--- src/rtl/ogre_pkg.sv ---
`default_nettype none
package ogre_pkg;

  localparam int MAP_SIDE = 512;
  localparam int DEPTH    = MAP_SIDE * MAP_SIDE;
  localparam int AW       = $clog2(DEPTH);
  localparam int CW       = $clog2(MAP_SIDE);
  localparam int NW       = 20;
  localparam int PW       = 32;
  localparam int SUM_W    = 48;
  localparam int CNT_W    = 24;
  localparam int SCALE_SH = 10;
  localparam int NUM_W    = SUM_W + SCALE_SH;
  localparam int DEN_W    = CNT_W;
  localparam int WFULL    = 256;

  localparam logic signed [NW-1:0] SIDE_S = NW'(MAP_SIDE);
  localparam logic signed [NW-1:0] TOP_S  = NW'(MAP_SIDE - 1);
  localparam logic [30:0] SCORE_NONE = 31'd2000000000;
  localparam logic [CNT_W-1:0] CNT_MAX = '1;

  typedef enum logic [1:0] {
    OP_CLEAR = 2'd0,
    OP_RAY   = 2'd1,
    OP_SCORE = 2'd2,
    OP_READ  = 2'd3
  } op_e;

  typedef enum logic {
    CFG_OBSTACLE = 1'b0,
    CFG_FREE     = 1'b1
  } cfg_e;

  typedef enum logic [4:0] {
    S_IDLE, S_CLR, S_RAY, S_CLIP, S_CLIP_GO, S_CLIP_WAIT, S_SETUP, S_INC_GO,
    S_INC_WAIT, S_PIX, S_MUL, S_WR, S_SC, S_SC_ADD, S_SC_END, S_SC_GO,
    S_SC_WAIT, S_RD, S_RD_W, S_FIN
  } state_e;

  typedef struct packed {
    op_e                op;
    logic signed [15:0] robot_x;
    logic signed [15:0] robot_y;
    logic signed [15:0] end_x;
    logic signed [15:0] end_y;
    logic signed [15:0] peak_x;
    logic signed [15:0] peak_y;
    logic [15:0]        target_value;
    logic [8:0]         blend_weight;
    logic               is_last;
  } req_t;

  typedef struct packed {
    logic [1:0]  result_kind;
    logic [30:0] score;
    logic [15:0] cell_value;
    logic        out_of_map;
  } rsp_t;

  typedef struct packed {
    logic             start;
    logic [NUM_W-1:0] num;
    logic [DEN_W-1:0] den;
  } div_req_t;

  typedef struct packed {
    logic             done;
    logic [NUM_W-1:0] q;
    logic [DEN_W-1:0] rem;
  } div_rsp_t;

  function automatic logic in_map(input logic signed [NW-1:0] x,
                                  input logic signed [NW-1:0] y);
    return (x >= 0) && (x < SIDE_S) && (y >= 0) && (y < SIDE_S);
  endfunction

  function automatic logic [AW-1:0] cell_addr(input logic signed [NW-1:0] x,
                                              input logic signed [NW-1:0] y);
    return AW'(y[CW-1:0]) * AW'(MAP_SIDE) + AW'(x[CW-1:0]);
  endfunction

  function automatic logic signed [NW-1:0] abs_s(input logic signed [NW-1:0] v);
    return v[NW-1] ? -v : v;
  endfunction

endpackage
`default_nettype wire

--- src/rtl/ogre_div.sv ---
`default_nettype none
module ogre_div
  import ogre_pkg::*;
(
  input  wire logic     clk_i,
  input  wire logic     rst_ni,
  input  wire div_req_t req_i,
  output div_rsp_t      rsp_o
);

  localparam int IW = $clog2(NUM_W);

  logic             busy_q, done_q;
  logic [IW-1:0]    cnt_q;
  logic [NUM_W-1:0] num_q, q_q;
  logic [DEN_W-1:0] den_q, rem_q;
  logic [DEN_W:0]   trial;
  logic             fits;

  assign trial = {rem_q, num_q[NUM_W-1]};
  assign fits  = trial >= {1'b0, den_q};

  always_ff @(posedge clk_i or negedge rst_ni) begin
    if (!rst_ni) begin
      busy_q <= 1'b0;
      done_q <= 1'b0;
      cnt_q  <= '0;
    end else begin
      done_q <= 1'b0;
      if (req_i.start) begin
        busy_q <= 1'b1;
        cnt_q  <= '0;
      end else if (busy_q) begin
        cnt_q <= cnt_q + 1'b1;
        if (cnt_q == IW'(NUM_W - 1)) begin
          busy_q <= 1'b0;
          done_q <= 1'b1;
        end
      end
    end
  end

  always_ff @(posedge clk_i) begin
    if (req_i.start) begin
      num_q <= req_i.num;
      den_q <= req_i.den;
      rem_q <= '0;
      q_q   <= '0;
    end else if (busy_q) begin
      num_q <= {num_q[NUM_W-2:0], 1'b0};
      q_q   <= {q_q[NUM_W-2:0], fits};
      rem_q <= fits ? DEN_W'(trial - {1'b0, den_q}) : DEN_W'(trial);
    end
  end

  assign rsp_o.done = done_q;
  assign rsp_o.q    = q_q;
  assign rsp_o.rem  = rem_q;

endmodule
`default_nettype wire

--- config.mk ---
export PLATFORM = sky130hd
export DESIGN_NAME = ogre_div
export DESIGN_NICKNAME = d
export VERILOG_FILES = /design/src/rtl/ogre_pkg.sv /design/src/rtl/ogre_div.sv
export SDC_FILE = /design/constraint.sdc
export NUM_CORES = 1
export LEC_CHECK = 0
export CAP_MARGIN = 20
export CORE_ASPECT_RATIO = 1.25
export CORE_MARGIN = 2
export CORE_UTILIZATION = 37
export DETAILED_ROUTE_END_ITERATION = 12
export DONT_BUFFER_PORTS = 1
export PLACE_DENSITY_LB_ADDON = 0.12
export SYNTH_ARGS = -nofsm -noshare
export SYNTH_HDL_FRONTEND = slang
export SYNTH_SLANG_ARGS = --single-unit
--- constraint.sdc ---
create_clock -name clk_i -period 2.35 [get_ports clk_i]
set_clock_uncertainty 0.1 [all_clocks]
set_input_delay 0.3525 -clock clk_i [delete_from_list [all_inputs] [get_ports clk_i]]
set_output_delay 0.3525 -clock clk_i [all_outputs]
set_load 0.05 [all_outputs]
==> results of run 1 <==
==> cells in the mapped netlist, types with 14 or more instances <==
cell type,count,area share
a21oi_1,21,0.014
clkbuf_1,21,0.010
dfxtp_1,82,0.21
edfxtp_1,82,0.32
ha_1,26,0.042
inv_1,31,0.015
mux2_2,57,0.083
mux2i_1,72,0.093
nand2_1,24,0.012
nor2_1,88,0.042
o21ai_0,15,0.0097
xnor2_1,14,0.016
==> cells by family after synthesis <==
family          Yosys count
xor+xnor                 26
flops                   172
fa+ha+maj                27
buf+inv                  65
compound gates           91
mux                     131
simple gates            147
==> how the worst max path moves through the flow <==
stage,endpoint,startpoint
floorplan,rem_q[18]$_SDFFE_PP0P_,rem_q[10]$_SDFFE_PP0P_
global placement,rem_q[16]$_SDFFE_PP0P_,num_q[57]$_DFFE_PP_
detailed placement,rem_q[16]$_SDFFE_PP0P_,den_q[0]$_DFFE_PP_
CTS,rem_q[4]$_SDFFE_PP0P_,den_q[9]$_DFFE_PP_
global route,rem_q[6]$_SDFFE_PP0P_,den_q[10]$_DFFE_PP_
finish,rem_q[7]$_SDFFE_PP0P_,den_q[9]$_DFFE_PP_
==> metal layers <==
metal | track usage | share of wire | up-vias
li1 | - | - | 2652
met1 | 0.1837 | 0.39 | 2686
met2 | 0.3073 | 0.53 | 125
met3 | 0.06288 | 0.071 | 19
met4 | 0.05458 | 0.014 | 0
met5 | 0 | 0 | -
==> sequential cells by signal, indices dropped and copies added (netlist names) <==
signal,cells
cnt_q,6
num_q,58
den_q,24
rem_q,24
busy_q,1
q_q,58
done_q,1
==> metrics by stage <==
| stage | cells | setup slack, ps | util |
|---|---|---|---|
| after floorplan | 659 | -155.1 | - |
| after global placement | 983 | -309.8 | 0.4249 |
| after detailed placement | 983 | -388.2 | 0.4249 |
| after CTS | 1092 | -270.3 | 0.4968 |
| after global routing | 1095 | -402.8 | 0.5009 |
| final | 1096 | -239.4 | 0.5010 |
==> what timing repair did <==
item,in CTS,in global routing
hold buffers,70,0
cloned,0,1
pin swaps,11,3
buffers inserted,7,1
endpoints found under the hold margin,130,0
resized for setup,32,12
setup endpoints to repair,25,26
==> where the power goes <==
group	switching (mW)	internal, mW
clock network	1.34	1.42
registers	0.161	3.44
logic	1.43	1.27
total	2.92	6.13
==> cell type report <==
cell class                      count  area [sq um]  area share
Tap cell                          274         342.8     0.03299
Inverter                           31         120.1     0.01156
Multi-Input combinational cell    422          3500      0.3367
Timing Repair Buffer              162          1483      0.1427
Clock inverter                     15         157.7     0.01517
Sequential cell                   172          4357      0.4192
Antenna cell                        3         7.507   0.0007224
Clock buffer                       17         425.4     0.04093
==> critical path: cells and delay by family (launching register included) <==
kind	cells	cell delay, ps
mux	1	110
fa+ha+maj	1	270
flops	1	360
simple gates	2	330
compound gates	6	990
buf+inv	3	330
==> results by stage, run 1 <==
Status:
- The run finished, with violations left.
- The checks that failed: negative setup slack.

Clock tree:
- The cell at the root of the clock tree is clkbuf_16.
- Counting the buffers created by CTS gives 17.
- The CTS clock-pin slew for the worst setup and hold paths is 70 ps.
- In this run the number of H-tree levels came out at 4.
- The insertion delay to the later sink of the worst-skew pair is 420 ps.
- The TritonCTS clock tree is done.
- For this design, the sink count on the clock tree is 172.
- The clock tree buffer depth is 2.

Logic synthesis:
- The Yosys step of the flow raised 0 warnings.
- The netlist area before placement is between 7000 and 8000 sq um.
- The average footprint of a synthesized cell is 11.80 sq um.
- The area fraction in compound gates after synthesis is 0.07723.
- Of the synthesized area, sequential elements account for 0.5535.
- In the synthesized netlist the dominant register cell turns out to be edfxtp_1.
- Counting every instance in the synthesized netlist gives 659.
- Of the total synthesized cell area, the portion taken by XOR and XNOR cells is 0.02928.
- Synthesis produced a netlist with a net count of 771.
- The synthesized design contains 82 enable-type register cells.
- For this run, asynchronously set or reset flops after synthesis account for 0.04651.
- The number of flip-flops and latches in the synthesized netlist is 172.
- The adder-cell share of the synthesized area is 0.04441.
- By area, the combinational part of the netlist is dominated by multiplexers.
- Of the total synthesized cell area, the portion taken by AND, OR, NAND and NOR gates is 0.08206.
- In this run, distinct cell masters in the synthesized netlist total 49.
- After synthesis, the share of cell area in mux cells is 0.1786.

Timing:
- The worst pin sits at a relative slew slack of 0.5035.
- The tightest hold path in the finished design has a slack of a little over 30 ps.
- The number of failing hold endpoints at the final stage is 0.
- The number of max-slew violations in the final report was 0.
- Setup repair after global routing could not meet its margin everywhere.
- At the pin with the least slew margin, the transition time is 744.8 ps.
- Setup violations remaining at the end of the flow were counted as 24.
- Static timing analysis puts the maximum clock frequency at 386.2 MHz.
- The ratio of final minimum period to clock period is 1.102.
- After layout, the worst setup slack is -239.4 ps.
- After layout, the minimum clock period comes to 2589 ps.
- After routing, the total negative slack on setup checks comes to -4472 ps.

Final layout:
- The finished cells cover 10,390 sq um.
- The share of final-layout standard cells stronger than drive strength 1 is 0.3016.
- The signed area change from the synthesized netlist to the final layout is 33.64%.
- The layout filler cell count is 1,858.
- The most frequent standard cell in the layout excluding fill and tap cells is nor2_1.
- In the layout the commonest cells are 87 x nor2_1, 86 x buf_4, 82 x edfxtp_1.
- In the final design database the tool counted ~920 nets.

Placement:
- The half-perimeter wire length after detailed placement is 12,020 microns.
- The area of placed instances is 8815 sq um.
- During placement, the flow inserted port buffers numbering 0.
- Routability-driven placement finished with a final weighted congestion of 0.8224.

Critical path:
- The worst register-to-register path has a depth of 13.
- The critical path class is register to register.
- The critical path goes through inv_2 > ha_4 > nand3_4 > nor4_4 > o21ai_2 > a21bo_1 > o211ai_2 > a21oi_1 > o21a_2 > buf_12 > buf_12 > mux2i_1 > a211oi_1.
- The endpoint identified for the worst register-to-register timing path is rem_q[7]$_SDFFE_PP0P_.
- The maximum fanout count along the critical path is 5.
- The nature of the critical path endpoint is a register.
- STA classifies the critical path startpoint as a register.
- The worst register-to-register path has a setup slack of -240 ps.
- The largest stage delay on the critical path is 360 ps.
- At the worst endpoint, the arrival time is ~2800 ps.
- For this design, the slowest cell found on the critical path is edfxtp_1.
- Counting stages on the worst path, the most repeated cell is buf_12.
- For the worst setup path, the data required time is 2580 ps.
- The start of the worst register-to-register path is den_q[9]$_DFFE_PP_.

Floorplan:
- The core region is 20,740 sq um.
- The number of ports placed on the die boundary is between 150 and 200.
- The area of the die is 22,200 sq um.
- The die is between 100 and 150 microns wide.
- The placement row count is 59.
- The initial core utilization is 0.3749.
- The die is roughly 170 microns tall.

GRT:
- The largest net degree at the start of global routing is 109.
- The first global-routing pass estimated 30,190 microns of wire.
- The total overflow left after global routing is 0.
- The global routing usage summed across all routing layers is 0.1704.
- The number of global-route vias before repair was 5,908.
- The initial antenna violation count came to 3.

Power:
- The completed layout was analyzed and its total power is just over 9 mW.
- IR analysis of the VDD net gives a maximum drop of roughly 530 uV.
- In this run the static leakage power is 4.719 nW.
- Power spread over the standard cell area amounts to between 800 and 900 nW/um^2.

Routing:
- After detailed routing, the number of vias per cell comes to 5.002.
- The total iterations of the first detailed-routing run is 4.
- The routed design has between 15,000 and 20,000 microns of wire.
- The DRC violation count after routing is 0.
- The number of nets with antenna violations after routing is 0.
- The iteration-0 DRC count of the detailed router is 247.
- The via total after detailed routing is 5,482.
- The post-detailed-route wirelength per cell is between 15 and 20 microns.

Flow run:
- The tool flagged a number of max-cap violations equal to 0.

Min path:
- The path with the worst hold slack has its endpoint at num_q[0]$_SDFFCE_PN0P_.
- The min-delay analysis places its worst path in the category input pin to register.
- Along the worst hold path, the cell count comes to 1.
- The launch instance of the worst min-delay path is req_i[24].
No activity file was read; power rests on OpenSTA's default activity.
==> run 2: changes to the inputs <==
--- a/config.mk
+++ b/config.mk
@@ -5,6 +5,7 @@
 export SDC_FILE = /design/constraint.sdc
 export NUM_CORES = 1
 export LEC_CHECK = 0
+export ABC_AREA = 1
 export CAP_MARGIN = 20
 export CORE_ASPECT_RATIO = 1.25
 export CORE_MARGIN = 2
==> results by stage, run 2 <==
Status:
- The flow ran to the end, and the final reports show no timing, DRC or antenna violations.

Final layout:
- The area of all placed cells without fillers is 10,300 sq um (-0.89%).
- The antenna cell count is 0 (-3).
- The layout filler cell count is 2,269 (+22%).
- The share of final-layout standard cells stronger than drive strength 1 came to 0.1109 (-0.1907).
- The layout net count is 1,262 (+37%).
- The largest registers in the layout are num_q: 58 flops, q_q: 58 flops.
- Leaving out fill and tap cells, the most frequent cell in the layout is nand2_1.
- The library cells used most frequently in the layout, excluding fill and tap cells, are 423 x nand2_1, 157 x inv_1, 82 x edfxtp_1, 82 x dfxtp_1, 61 x dlygate4sd3_1.
- The post-layout utilization of the core is 0.4637 (-0.03725).
- The signed area change from the synthesized netlist to the final layout is 23.16%.
- The count of non-filler cells in the finished layout is 1,446 (+32%).

GRT:
- The global routing usage summed across all routing layers is 0.1861 (+0.01571).
- The largest net degree at the start of global routing is 63 (-42%).
- The wire length of the first global-routing pass was 35,260 microns (+17%).
- The initial antenna violation count was 0 (-3).
- The final global-route overflow total was 0 (unchanged).
- The number of global-route vias before repair is 6,931 (+17%).

Routing:
- The via total after detailed routing is 6,877 (+25%).
- The number of nets with antenna violations after routing was 0 (unchanged).
- The via count normalized by instance count is 4.756 (-4.9%).
- The DRC violation count after routing is 0 (unchanged).
- The iteration-0 DRC count of the detailed router is 282 (+14%).
- The total iterations of the first detailed-routing run came to 4 (unchanged).
- The post-detailed-route wirelength per cell is 15.30 microns (-9.9%).
- The total wirelength of the detailed-routed design came to 22,120 microns (+19%).

Clock tree:
- The CTS clock-pin slew for the worst setup and hold paths was 80 ps (about the same).
- The insertion delay to the later sink of the worst-skew pair is 430 ps (about the same).
- The clock tree buffer depth is 2 (unchanged).
- The CTS sink count is 172 (unchanged).
- The tree is rooted in a clkbuf_16.
- The number of buffers added by the clock tree synthesis step is 17 (unchanged).
- The number of levels in the clock H-tree is 4 (unchanged).
- The TritonCTS clock tree is done.

Placement:
- The number of placed instances with taps included is 1,350 (+37%).
- The count of buffers from port buffering was 0 (unchanged).
- The half-perimeter wire length after detailed placement is 15,770 microns (+31%).
- The setup slack at placement is -4.195 ps (+384.0 ps).
- The area of placed instances was 8979 sq um (+1.9%).
- The routability congestion estimate from global placement is 0.9197 (+12%).

Logic synthesis:
- The number of distinct library cells after synthesis is 36 (-27%).
- The synthesized instance count is 1,055 (+60%).
- The area share of the largest cell type after synthesis is 0.2944 (-0.02222).
- Ranked by total cell area, the synthesized netlist is headed by edfxtp_1 29%, dfxtp_1 20%, nand2_1 19%.
- The number of flip-flops and latches in the synthesized netlist is 172 (unchanged).
- The average footprint of a synthesized cell is 7.927 sq um (-33%).
- The synthesized design spends more area on one cell type than any other, namely edfxtp_1.
- Among all flip-flop cells after synthesis, the most frequent one is edfxtp_1.
- By instance count, the leading cell after synthesis is nand2_1.
- The netlist area before placement is 8363 sq um (+7.5%).
- The number of flops mapped to enable cells by yosys came to 82 (unchanged).
- The net count after synthesis came to 1,167 (+51%).
- The total number of yosys warnings came to 0 (unchanged).
- The proportion of register bits with asynchronous set or reset after synthesis came to 0.04651 (unchanged).
- Counting instances in the post-synthesis netlist gives the leading cell types as 427 x nand2_1, 157 x inv_1, 82 x dfxtp_1, 82 x edfxtp_1, 57 x o22ai_1.
- The post-synthesis sequential area ratio is 0.5147 (-0.03884).

Timing:
- The worst relative slew slack is 0.6075 (+0.1040).
- The ratio of final minimum period to clock period came to 0.9179 (-0.1839).
- The minimum setup slack in the final design came to 192.9 ps (+432.2 ps).
- The setup TNS is 0 ps (+4472 ps).
- The number of max-slew violations in the final report is 0 (unchanged).
- The number of failing hold endpoints at the final stage is 0 (unchanged).
- The worst slack on hold paths is 14.98 ps (-15.47 ps).
- The count of endpoints failing setup in the final report came to 0 (-100%).
- Setup repair after global routing left no endpoint under its margin.
- The slew at the pin closest to its max-slew limit came to 588.0 ps (-156.8 ps).
- The highest clock frequency the design can meet is 463.6 MHz (+20%).
- The time the final worst path needs with I/O delays and setup is 2157 ps (-432.2 ps).

Floorplan:
- The number of ports placed on the die boundary is 168 (unchanged).
- The initial core utilization is 0.3765 (+0.001670).
- The placement row count is 61 (+3.4%).
- The area of the die is 23,830 sq um (+7.3%).
- The die span in x is 138.5 microns (+3.6%).
- The height of the die is 172.1 microns (+3.6%).
- The area of the core is 22,210 sq um (+7.1%).

Critical path:
- The family with the most delay on the worst path is simple AND/OR/NAND/NOR gates.
- The required time at the worst-slack endpoint is 2570 ps (about the same).
- The number of buffer and inverter stages on the critical path came to 2 (-1).
- The slowest stage of the critical path is the ha_1 cell.
- The data arrival time at the worst-slack endpoint is 2380 ps (-440 ps).
- The largest stage delay on the critical path is 350 ps (about the same).
- STA classifies the critical path startpoint as a register.
- The critical path class is register to register.
- The worst setup path is captured at a register.
- The maximum fanout count along the critical path is 7 (+2).
- The cell seen most often among critical-path stages is nand2_1.
- Walking the worst path, the cells encountered are inv_1 > ha_1 > nand2_1 > nor2_1 > nand2_1 > nor2_1 > nand3_2 > nand3_4 > buf_4 > nand3_1 > nand3_1 > nand2_1.

Power:
- The peak supply drop came to 536.4 uV (+2.2%).
- The total power of the final layout is 10.68 mW (+18%).
- The power density over the cells was 1037 nW/um^2 (+19%).
- The leakage power was 4.876 nW (+3.3%).

Min path:
- The worst hold path belongs to the class input pin to register.

Flow run:
- The number of violations of the max-capacitance limit is 0 (unchanged).
-- run 2: path summary, 6_finish.rpt --
kind / from / cells past startpoint / to / slack (ps)
worst max-delay path: den_q[18]$_DFFE_PP_ / 12 / rem_q[19]$_SDFFE_PP0P_ / 190
worst min-delay path: req_i[45] / 2 / num_q[21]$_DFFE_PP_ / 10
worst max register to register: den_q[18]$_DFFE_PP_ / 12 / rem_q[19]$_SDFFE_PP0P_ / 190
worst min register to register: cnt_q[3]$_DFFE_PN0P_ / 1 / cnt_q[3]$_DFFE_PN0P_ / 410
max in group asynchronous: rst_ni / 1 / cnt_q[3]$_DFFE_PN0P_ / 1680
min in group asynchronous: rst_ni / 1 / cnt_q[1]$_DFFE_PN0P_ / 190
-- run 2: cells by family (layout without fill, tap and decap cells) --
logic type | Yosys count | count (layout) | synth area share
buffers and inverters | 206 | 314 | 0.09710
XOR/XNOR | 9 | 9 | 0.009426
AND/OR/NAND/NOR | 556 | 556 | 0.2759
adder cells (fa/ha/maj) | 27 | 27 | 0.04129
AO/OA/AOI/OAI | 85 | 85 | 0.06164
flip-flops | 172 | 172 | 0.5147
-- run 2: what timing repair did --
item                                    4_1_cts  5_1_grt
hold buffers                                 62        0
setup buffers                                 0        2
endpoints found under the hold margin        93        0
gates resized for setup                       1       11
endpoints found under the setup margin        1       19
pin swaps                                     0        3
cloned                                        0        0
-- run 2: worst reg2reg max path, delay by kind of cell (launching register included) --
kind	cells	cell delay, ps
adder cells (fa/ha/maj)	1	350
buffers and inverters	2	210
flip-flops	1	330
AND/OR/NAND/NOR	9	1060
-- run 2: cell type report --
type / count / area (sq um) / area share
tap: 283 / 354.1 / 0.03438
sequential: 172 / 4304 / 0.4179
clock inverter: 15 / 214.0 / 0.02077
timing repair buffer: 114 / 1084 / 0.1052
inverter: 168 / 633.1 / 0.06147
multi-input combinational: 677 / 3286 / 0.3190
clock buffer: 17 / 425.4 / 0.04130
-- run 2: power breakdown --
| group | leakage [nW] | internal (mW) | switching (mW) |
|---|---|---|---|
| Sequential | 1.64 | 3.46 | 0.196 |
| Combinational | 2.92 | 1.37 | 2.62 |
| Clock | 0.310 | 1.51 | 1.52 |
-- run 2: per-layer routing --
metal	up-vias	part of all wire	global-route usage
li1	3545	-	-
met4	0	0.027	0.06965
met1	3162	0.41	0.2020
met3	33	0.046	0.04652
met5	-	0	0
met2	137	0.52	0.3504
==> run 3: changes to the inputs <==
--- a/config.mk
+++ b/config.mk
@@ -13,6 +13,7 @@
 export DETAILED_ROUTE_END_ITERATION = 12
 export DONT_BUFFER_PORTS = 1
 export PLACE_DENSITY_LB_ADDON = 0.12
+export RECOVER_POWER = 100
 export SYNTH_ARGS = -nofsm -noshare
 export SYNTH_HDL_FRONTEND = slang
 export SYNTH_SLANG_ARGS = --single-unit
==> results by stage, run 3 (same netlist as run 2, synthesis figures left out) <==
Critical path:
- The startpoint kind of the worst setup timing path is a register.
- The cell seen most often among critical-path stages is nand2_1.
- The cell family contributing the most delay on the critical path is simple AND/OR/NAND/NOR gates.
- The largest stage delay on the critical path is 350 ps (about the same).
- The maximum fanout count along the critical path came to 11 (+4).
- The total number of cells along the worst setup path was 12 (unchanged).
- The required time at the worst-slack endpoint is 2570 ps (about the same).
- The cell count of the worst reg-to-reg path is 12 (unchanged).
- The critical path class is register to register.
- The largest individual stage delay along the critical path comes from the cell ha_1.
- The number of buffer and inverter stages on the critical path is 2 (unchanged).
- The signal on the critical path passes through inv_1 > ha_1 > nand2_1 > nor2_1 > nand2_1 > nor2_1 > nand3_2 > buf_2 > nand4_1 > nand2_1 > nand2_1 > nand2_1.
- The data arrival time at the worst-slack endpoint is 2380 ps (about the same).
- The nature of the critical path endpoint is a register.

Final layout:
- The storage element area is 4304 sq um (unchanged).
- The layout filler cell count is 2,313 (+1.9%).
- The multi-input gate area in the final layout is 3283 sq um (about the same).
- The share of final-layout standard cells stronger than drive strength 1 was 0.08770 (-0.02322).
- The library cells used most frequently in the layout, excluding fill and tap cells, are 423 x nand2_1, 158 x inv_1, 82 x edfxtp_1, 82 x dfxtp_1, 61 x dlygate4sd3_1.
- The layout net count is 1,262 (unchanged).
- The signed area change from the synthesized netlist to the final layout is 21.23%.
- The post-layout utilization of the core is 0.4565 (-0.007268).
- The most frequent standard cell in the layout excluding fill and tap cells is nand2_1.
- The antenna cell count came to 0 (unchanged).
- The count of non-filler cells in the finished layout is 1,446 (unchanged).
- The largest registers in the layout are num_q: 58 flops, q_q: 58 flops.
- The area of all placed cells without fillers is 10,140 sq um (-1.6%).

Routing:
- The via total after detailed routing is 6,868 (-0.13%).
- The DRC violation count after routing is 0 (unchanged).
- The number of nets with antenna violations after routing came to 0 (unchanged).
- The post-detailed-route wirelength per cell was 15.30 microns (about the same).
- The via count normalized by instance count was 4.750 (-0.13%).
- The total iterations of the first detailed-routing run was 5 (+1).
- The iteration-0 DRC count of the detailed router is 283 (+0.35%).
- The total wirelength of the detailed-routed design is 22,130 microns (about the same).

Timing:
- The slew at the pin closest to its max-slew limit was 1840 ps (+1252 ps).
- The setup TNS is 0 ps (unchanged).
- The highest clock frequency the design can meet is 464.3 MHz (+0.16%).
- The count of endpoints failing setup in the final report is 0 (unchanged).
- The number of failing hold endpoints at the final stage is 0 (unchanged).
- The number of max-slew violations in the final report is 26 (+26).
- The worst relative slew slack was -0.2267 (-0.8341).
- Setup repair after global routing left no endpoint under its margin.
- The minimum setup slack in the final design is 196.3 ps (+3.410 ps).
- The ratio of final minimum period to clock period is 0.9165 (-0.001451).
- The time the final worst path needs with I/O delays and setup came to 2154 ps (-3.410 ps).

Placement:
- The number of placed instances with taps included is 1,350 (unchanged).
- The routability congestion estimate from global placement was 0.9197 (unchanged).
- The half-perimeter wire length after detailed placement is 15,770 microns (unchanged).
- The setup slack at placement is -4.195 ps (unchanged).
- The count of buffers from port buffering came to 0 (unchanged).
- The area of placed instances was 8979 sq um (unchanged).

GRT:
- The wire length of the first global-routing pass is 35,260 microns (unchanged).
- The met3 global-route usage is 0.04652 (unchanged).
- The final global-route overflow total is 0 (unchanged).
- The global routing usage summed across all routing layers is 0.1861 (unchanged).
- The largest net degree at the start of global routing is 63 (unchanged).
- The routing usage on met1 is 0.2020 (unchanged).
- The number of global-route vias before repair is 6,931 (unchanged).
- The most utilized layer in the global route result is met2.
- The met2 capacity usage during global routing is 0.3504 (unchanged).
- The initial antenna violation count is 0 (unchanged).

Floorplan:
- The die span in x came to 138.5 microns (unchanged).
- The area of the core is 22,210 sq um (unchanged).
- The initial core utilization came to 0.3765 (unchanged).
- The placement row count is 61 (unchanged).
- The height of the die is 172.1 microns (unchanged).
- The number of ports placed on the die boundary is 168 (unchanged).
- The area of the die was 23,830 sq um (unchanged).

Clock tree:
- The clock tree buffer depth is 2 (unchanged).
- The number of buffers added by the clock tree synthesis step came to 17 (unchanged).
- The CTS clock-pin slew for the worst setup and hold paths is 80 ps (about the same).
- The insertion delay to the later sink of the worst-skew pair is 430 ps (about the same).
- The cell at the root of the clock tree is clkbuf_16.
- The CTS sink count is 172 (unchanged).
- The TritonCTS clock tree is done.
- The number of levels in the clock H-tree is 4 (unchanged).

Min path:
- The class of the worst hold path is input pin to register.
- The number of cells on the worst hold path is 2 (unchanged).

Power:
- The leakage power is 4.748 nW (-2.6%).
- The power density over the cells is 1038 nW/um^2 (about the same).
- The peak supply drop is 532.0 uV (-0.83%).

Flow run:
- The number of violations of the max-capacitance limit is 1 (+1).

Status:
- The checks that failed: max-capacitance violations, max-slew violations.
- The run finished, with violations left.
## run 3: changes by cell type in the layout (fill, tap and decap cells not counted), sizes merged
cell,delta
buf,-31
clkbuf,+31
clkinvlp,+1
inv,-1
## run 3: cell type report
type,instances,share of cell area
Sequential cell,172,0.4245
Multi-Input combinational cell,677,0.3238
Timing Repair Buffer,114,0.09132
Inverter,168,0.06232
Clock buffer,17,0.04196
Tap cell,283,0.03493
Clock inverter,15,0.02110
## run 3: through the flow
step                      hold slack (ps)  total power [mW]
final                               15.60             10.52
after global routing                1.499             11.22
after CTS                          0.5790             10.74
after detailed placement           -42.38             7.566
after global placement             -42.37             7.557
after floorplan                    -43.09             6.501
## run 3: worst paths after layout
path	slack, ps	endpoint	startpoint
max	200	rem_q[3]$_SDFFE_PP0P_	den_q[18]$_DFFE_PP_
min	20	num_q[21]$_DFFE_PP_	req_i[45]
max reg2reg	200	rem_q[3]$_SDFFE_PP0P_	den_q[18]$_DFFE_PP_
min reg2reg	420	num_q[56]$_DFFE_PP_	num_q[55]$_DFFE_PP_
max in group asynchronous	1670	cnt_q[3]$_DFFE_PN0P_	rst_ni
min in group asynchronous	190	cnt_q[1]$_DFFE_PN0P_	rst_ni
## run 3: power by group
group,switching [mW],internal (mW)
combinational,2.62,1.22
sequential,0.191,3.46
clock,1.53,1.51
total,4.33,6.19
## run 3: timing repair
item	4_1_cts	5_1_grt
setup buffers	0	2
hold endpoints to repair	93	0
hold buffers	62	0
endpoints found under the setup margin	1	19
gates resized for setup	1	11
pin swaps	0	3
## run 3: routing by layer
| metal | wire [microns] | up-vias | part of all wire |
|---|---|---|---|
| met2 | 11510 | 136 | 0.52 |
| met3 | 1093 | 33 | 0.049 |
| li1 | - | 3542 | - |
| met1 | 8943 | 3157 | 0.40 |
| met5 | 0 | - | 0 |
| met4 | 577 | 0 | 0.026 |
